[config.mk]
export PLATFORM = sky130hd
export DESIGN_NAME = cplim_decide
export DESIGN_NICKNAME = d
export VERILOG_FILES = /design/src/rtl/cplim_pkg.sv /design/src/rtl/cplim_decide.sv
export SDC_FILE = /design/constraint.sdc
export NUM_CORES = 1
export LEC_CHECK = 0
export ABC_CLOCK_PERIOD_IN_PS = 7300
export BUFFER_PORTS_ARGS = -buffer_cell sky130_fd_sc_hd__buf_4
export CORE_MARGIN = 1.5
export CORE_UTILIZATION = 36
export DETAILED_ROUTE_END_ITERATION = 12
export GPL_ROUTABILITY_DRIVEN = 0
export PLACE_DENSITY = 0.66
export SLEW_MARGIN = 0
export SYNTH_ARGS = -nofsm -noshare
export SYNTH_HDL_FRONTEND = slang
export SYNTH_SLANG_ARGS = --single-unit
[constraint.sdc]
create_clock -name vclk -period 7.3
set_clock_uncertainty 0.1 [all_clocks]
set_input_delay 0.73 -clock vclk [all_inputs]
set_output_delay 0.73 -clock vclk [all_outputs]
set_load 0.01 [all_outputs]
[src/rtl/cplim_pkg.sv]
// Shared types and constants for the per-client connection limiter.
`default_nettype none

package cplim_pkg;

	localparam int ADDR_W     = 32;
	localparam int CNT_W      = 16;
	localparam int CFG_IDX_W  = 1;
	localparam int CFG_DATA_W = 16;

	localparam logic [CNT_W-1:0] COUNT_MAX = 16'hFFFF;

	// Configuration register indexes.
	localparam logic [CFG_IDX_W-1:0] CFG_LIMIT_ENABLED = 1'b0;
	localparam logic [CFG_IDX_W-1:0] CFG_MAX_CONN      = 1'b1;

	typedef enum logic {
		KIND_OPEN  = 1'b0,
		KIND_CLOSE = 1'b1
	} kind_t;

	typedef enum logic [1:0] {
		ST_OK         = 2'd0,
		ST_OVER_LIMIT = 2'd1,
		ST_TABLE_FULL = 2'd2,
		ST_NO_COUNT   = 2'd3
	} status_t;

	// What the table reports for the current key.
	typedef struct packed {
		logic             hit;
		logic [CNT_W-1:0] count;
		logic             free_avail;
	} lookup_t;

	// How the table changes at the end of the current transfer.
	typedef struct packed {
		logic             wr;
		logic             alloc;
		logic [CNT_W-1:0] count;
	} update_t;

endpackage

`default_nettype wire

[src/rtl/cplim_decide.sv]
// Open and close decision: acceptance, status and the new count for one event.
`default_nettype none

module cplim_decide (
	input  wire logic                        fire,
	input  wire logic                        kind,
	input  wire logic                        limit_enabled,
	input  wire logic [cplim_pkg::CNT_W-1:0] conn_limit,
	input  wire cplim_pkg::lookup_t          look,
	output cplim_pkg::update_t               upd,
	output logic                             accepted,
	output cplim_pkg::status_t               status,
	output logic [cplim_pkg::CNT_W-1:0]      live_count
);

	logic [cplim_pkg::CNT_W-1:0] old_count;
	logic [cplim_pkg::CNT_W-1:0] inc_count;

	// A new address starts from zero in a free slot.
	assign old_count = look.hit ? look.count : '0;
	assign inc_count = (old_count == cplim_pkg::COUNT_MAX) ? cplim_pkg::COUNT_MAX
		: old_count + 16'd1;

	always_comb begin
		upd        = '0;
		accepted   = 1'b0;
		status     = cplim_pkg::ST_OK;
		live_count = '0;
		if (cplim_pkg::kind_t'(kind) == cplim_pkg::KIND_OPEN) begin
			if (!limit_enabled) begin
				accepted   = 1'b1;
				live_count = old_count;
			end else if (!look.hit && !look.free_avail) begin
				status = cplim_pkg::ST_TABLE_FULL;
			end else begin
				accepted   = (old_count < conn_limit);
				status     = accepted ? cplim_pkg::ST_OK : cplim_pkg::ST_OVER_LIMIT;
				live_count = inc_count;
				upd.wr     = fire;
				upd.alloc  = !look.hit;
				upd.count  = inc_count;
			end
		end else begin
			if (look.hit) begin
				live_count = look.count - 16'd1;
				upd.wr     = fire;
				upd.count  = look.count - 16'd1;
			end else begin
				status = cplim_pkg::ST_NO_COUNT;
			end
		end
	end

endmodule

`default_nettype wire

==> results of run 1 <==
==> path summary, 6_finish.rpt <==
check	from	endpoint	cells past startpoint
worst max-delay path	look[17]	live_count[0]	11
worst min-delay path	fire	upd[17]	3
==> report_power, final <==
group          total [mW]  leakage (nW)  switching, mW  internal (mW)
clock network           0             0              0              0
registers               0             0              0              0
logic               0.125          1.09         0.0688         0.0559
==> stage by stage <==
| step | setup slack [ns] | instances | hold WS [ns] | utilization, % | area [um2] |
|---|---|---|---|---|---|
| after floorplan | 3.51 | 294 | 1.49 | - | 1740 |
| after detailed placement | 2.90 | 407 | 1.68 | 48.8 | 2290 |
| final | 2.76 | 407 | 1.67 | 48.8 | 2290 |
| after global placement | 3.02 | 407 | 1.66 | 48.8 | 2290 |
| after global routing | 2.53 | 407 | 1.70 | 48.8 | 2290 |
| after CTS | 2.88 | 407 | 1.67 | 48.8 | 2290 |
==> logic make-up (layout without fill, tap and decap cells) <==
kind of cell / after synthesis / count (layout) / synth area share (%)
AO/OA/AOI/OAI: 96 / 96 / 32.8
adder cells (fa/ha/maj): 16 / 16 / 11.5
buffers and inverters: 49 / 108 / 11.9
AND/OR/NAND/NOR: 112 / 112 / 33.3
XOR/XNOR: 21 / 21 / 10.6
==> placed cells by master, fill, tap and decap left out, types with 6 or more instances in the layout <==
cell type	count
buf_4	75
nand2_1	33
nand4_1	10
nor4_1	6
o21ai_0	40
a21oi_1	21
ha_1	16
o211ai_1	6
nand3_1	12
nor3_1	6
xnor2_1	17
inv_1	32
nor2_1	20
==> area by class of cell <==
class	instances	area [um2]	area share, %
inverter	33	124	5.41
multi-input combinational	245	1540	67.0
tap	54	67.6	2.95
timing repair buffer	75	563	24.6
==> routing by layer <==
layer  wire length (um)  track usage, %  share of wire (%)  vias up
met5                  0               0                  0        -
met4                 32            1.89               0.52        0
met3                512            1.25                8.2        4
met2               2870            37.1                 46      118
met1               2790            33.4                 45     1042
li1                   -               -                  -     1179
==> Yosys cell counts, types with 2 or more instances <==
master	instances	area share, %
clkbuf_1	7	1.5
nor4_1	6	2.2
nor2b_1	4	1.4
a211oi_1	5	2.2
o22ai_1	4	1.4
xnor2_1	17	8.5
o21ai_0	40	11
and3_1	3	1.1
nand3_1	12	3.4
o221ai_1	2	1.0
a31oi_1	3	1.1
a21o_1	3	1.3
o211ai_1	6	2.6
inv_1	32	6.9
xor2_1	4	2.0
or2_2	3	1.1
nor2_1	20	4.3
nand2_1	33	7.1
nor4b_1	2	1.0
buf_4	2	0.86
nand4_1	10	3.6
buf_2	5	1.4
nor3_1	6	1.7
and2_1	4	1.4
ha_1	16	11
a21oi_1	21	6.0
==> worst max-delay path, cell delays in order <==
cell and delay [ns]:
buf_4 0.25, clkinv_1 0.29, nor2_1 0.17, ha_1 0.28, nand3_2 0.17, or2_2 0.36, nor3_1 0.53, buf_4 0.31
nor2b_1 0.07, o41ai_1 0.34, buf_4 0.20
==> results_dict.tcl, run 1 <==
set metrics [dict create \
    max_cap_viol_count 0 \
    start_util_pct 37.1 \
    area_delta_synth_final_pct 31.5 \
    rsz0062_at_grt "no" \
    fin_nets 408 \
    drc_errors 0 \
    period_minus_slack_ns 4.54 \
    power_uw 125 \
    worstSetupStartpointType "primary input" \
    final_hold_viol_count 0 \
    arrival_ns 3.71 \
    regArea_um2 0 \
    leakagePower_nw 1.09 \
    critPathCaptureType "output port" \
    fin_crit_sh_pct 62.1 \
    synth.avg_cell_area_um2 5.92 \
    core_um2 4690 \
    finalWirelength_um 6210 \
    worst_pin_slew_ns 1.27 \
    crit_type "primary input to output port" \
    layout-drive-gt1-share_pct 23.2 \
    antenna_left 0 \
    rows 25 \
    slew_headroom_pct 15.0 \
    grt_pass1_wl_um 9800 \
    n_antenna_cell 0 \
    synth_fp_nets 347 \
    max_freq_mhz 220 \
    grt-ovfl-total 0 \
    grtUsageTotal_pct 22.5 \
    nClkBuffers 0 \
    die_y_um 72.6 \
    grt_start_max_net_pins 29 \
    num_vias 2343 \
    drt_first_pass_iters 5 \
    antenna_found_initial 0 \
    io_pins 74 \
    n_fill_cell 526 \
    io_buffer_count 74 \
    status "finished clean" \
    dieArea_um2 5260 \
    cp_max_fo 28 \
    drt_iter0_markers 228 \
    dieWidth_um 72.6 \
    peakVddDrop_uv 18.0 \
    postCtsSetupRepairBufs 0 \
    slew_violations 0 \
    hpwl_um 4940 \
    syn_area_um2 1740 \
    required_ns 6.47 \
    post_drt_wl_per_cell_um 15.3 \
    setup_violations 0 \
    via_per_inst 5.76 \
    syn_inst 294 \
    setup_tns_ns 0 \
    grt_pass1_vias 2077 \
    holdBufCountCts 0 \
    synth_cell_types 50 \
    min_path_type "primary input to output port" \
    power_density_nw_per_um2 54.4 \
    yosysSeqAreaShare_pct 0 \
    yosysWarningCount 0 \
    cts_resized 0 \
    flops_and_latches 0 \
]
Note: power is estimated with default switching activity, not from simulation.
==> inputs of run 2 (changes only) <==
--- a/config.mk
+++ b/config.mk
@@ -5,13 +5,14 @@
 export SDC_FILE = /design/constraint.sdc
 export NUM_CORES = 1
 export LEC_CHECK = 0
-export ABC_CLOCK_PERIOD_IN_PS = 7300
+export ABC_AREA = 1
+export ABC_CLOCK_PERIOD_IN_PS = 4600
 export BUFFER_PORTS_ARGS = -buffer_cell sky130_fd_sc_hd__buf_4
 export CORE_MARGIN = 1.5
 export CORE_UTILIZATION = 36
 export DETAILED_ROUTE_END_ITERATION = 12
 export GPL_ROUTABILITY_DRIVEN = 0
-export PLACE_DENSITY = 0.66
+export PLACE_DENSITY = 0.67
 export SLEW_MARGIN = 0
 export SYNTH_ARGS = -nofsm -noshare
 export SYNTH_HDL_FRONTEND = slang
==> constraint.sdc (replaced) <==
create_clock -name vclk -period 4.6
set_clock_uncertainty 0.1 [all_clocks]
set_input_delay 0.46 -clock vclk [all_inputs]
set_output_delay 0.46 -clock vclk [all_outputs]
set_load 0.01 [all_outputs]
==> run 2 against run 1 <==
Critical path depth up 2. Highest routed layer unchanged. Combinational power up 49%. Setup slack worse by 0.95 ns. Core utilization up 2.1 points. Synthesized area down 4.8%. Via count down 4.1%. Die area down 4.6%. Synthesized cell count up 12%. Power up 50%.
==> results_dict.tcl, run 2 <==
set metrics [dict create \
    status "finished clean" \
    min_path_type "primary input to output port" \
    yosys-top-cells-area "nand2_1 26%, ha_1 12%, inv_1 11%" \
    grt_pass1_wl_um 8560 \
    area_delta_synth_final_pct 34.6 \
    synth_most_common_cell "nand2_1" \
    io_buffer_count 74 \
    core_um2 4380 \
    worst_pin_slew_ns 0.509 \
    holdWs_ns 1.11 \
    synth_common_cells "115 x nand2_1, 50 x inv_1, 37 x nand3_1" \
    post_drt_wl_per_cell_um 11.6 \
    grtUsageTotal_pct 19.9 \
    holdBufCountCts 0 \
    postCtsSetupRepairBufs 0 \
    slew_headroom_pct 66.0 \
    instances_no_fill 450 \
    synth_top_area_cell "nand2_1" \
    leakagePower_nw 1.40 \
    peakVddDrop_uv 44.1 \
    syn_area_um2 1660 \
    final_hold_viol_count 0 \
    antenna_found_initial 0 \
    drc_errors 0 \
    n_antenna_cell 0 \
    dieArea_um2 5020 \
    hold_start "kind" \
    max_cap_viol_count 0 \
    hpwl_um 4330 \
    setup_violations 0 \
    mostFrequentLayoutCells "115 x nand2_1, 74 x buf_4, 50 x inv_1, 37 x nand3_1, 27 x nor2_1" \
    fin_crit_sh_pct 60.6 \
    cp_max_fo 20 \
    setup_tns_ns 0 \
    arrival_ns 2.23 \
    slew_violations 0 \
    layout-drive-gt1-share_pct 24.6 \
    synth_top_area_share_pct 26.0 \
    power_density_nw_per_um2 83.5 \
    die_y_um 70.9 \
    drt_first_pass_iters 4 \
    regArea_um2 0 \
    required_ns 4.04 \
    critPathCaptureType "output port" \
    grt_start_max_net_pins 21 \
    dieWidth_um 70.9 \
    yosysWarningCount 0 \
    synth_cell_types 27 \
    finalWirelength_um 5200 \
    rsz0062_at_grt "no" \
    startpoint "look[17]" \
    period_minus_slack_ns 2.79 \
    final_common_cell "nand2_1" \
    synth.avg_cell_area_um2 5.02 \
    yosysSeqAreaShare_pct 0 \
    io_pins 74 \
    worstSetupStartpointType "primary input" \
    dpl.cell_count 450 \
    via_per_inst 4.99 \
    rows 24 \
    crit_type "primary input to output port" \
    final_util_pct 50.9 \
    synth_fp_nets 383 \
    worst_slack_ns 1.81 \
    cts_resized 0 \
    flops_and_latches 0 \
    drt_iter0_markers 112 \
    start_util_pct 37.8 \
    num_vias 2247 \
    nClkBuffers 0 \
    fin_nets 453 \
    grt_pass1_vias 1963 \
    grt-ovfl-total 0 \
    max_freq_mhz 359 \
    syn_inst 330 \
    antenna_left 0 \
    post-place-ws_ns 1.81 \
]
-- run 2: cell types whose count changed after synthesis, sizes merged, moves of 5 or more --
cell and change:
a211oi -5, a21oi -7, clkbuf -6, inv +25, nand2 +89, nand3 +26
nor2 +13, nor3 -5, nor4 -7, o21ai -27, xnor2 -17
-- run 2: cells by family (layout without fill, tap and decap cells) --
group / after synthesis / in the layout / share of synthesized area (%)
and+or+nand+nor: 203 / 203 / 53.8
buffers and inverters: 64 / 132 / 15.9
AOI/OAI and AO/OA: 42 / 42 / 15.5
adders and majority gates: 16 / 16 / 12.1
xor gates and xnor gates: 5 / 5 / 2.64
-- run 2: final timing paths --
| path | slack [ns] | endpoint | cells past startpoint |
|---|---|---|---|
| worst max-delay path | 1.81 | live_count[12] | 13 |
| worst min-delay path | 1.11 | upd[16] | 3 |
-- run 2: cell type report --
type,count,area [um2]
Inverter,58,218
Fill cell,503,2150
Tap cell,52,65.1
Multi-Input combinational cell,266,1390
Timing Repair Buffer,74,556
-- run 2: worst max-delay path, cell delays in order --
cell	delay, ns
buf_4	0.23
nand2_1	0.13
inv_2	0.09
ha_1	0.18
nand2_1	0.07
nor2_2	0.13
nand2_2	0.09
nor2_4	0.16
nand2_2	0.22
nand3_1	0.15
nand2_1	0.08
nand3_1	0.11
buf_4	0.12
-- run 2: per-layer routing --
| layer | share of wire, % | global-route usage, % |
|---|---|---|
| met3 | 7.9 | 1.42 |
| met2 | 48 | 36.4 |
| met4 | 0.62 | 2.10 |
| met5 | 0 | 0 |
| met1 | 43 | 26.4 |
-- run 2: stage by stage --
step                      cell area, um2  power [mW]
after floorplan                     1660       0.103
after global placement              2230       0.185
after detailed placement            2230       0.187
after CTS                           2230       0.187
after global routing                2230       0.207
final                               2230       0.186
-- run 2: power by group --
group	internal (mW)	total, mW	switching, mW
Combinational	0.0831	0.186	0.103
Clock	0	0	0
Sequential	0	0	0
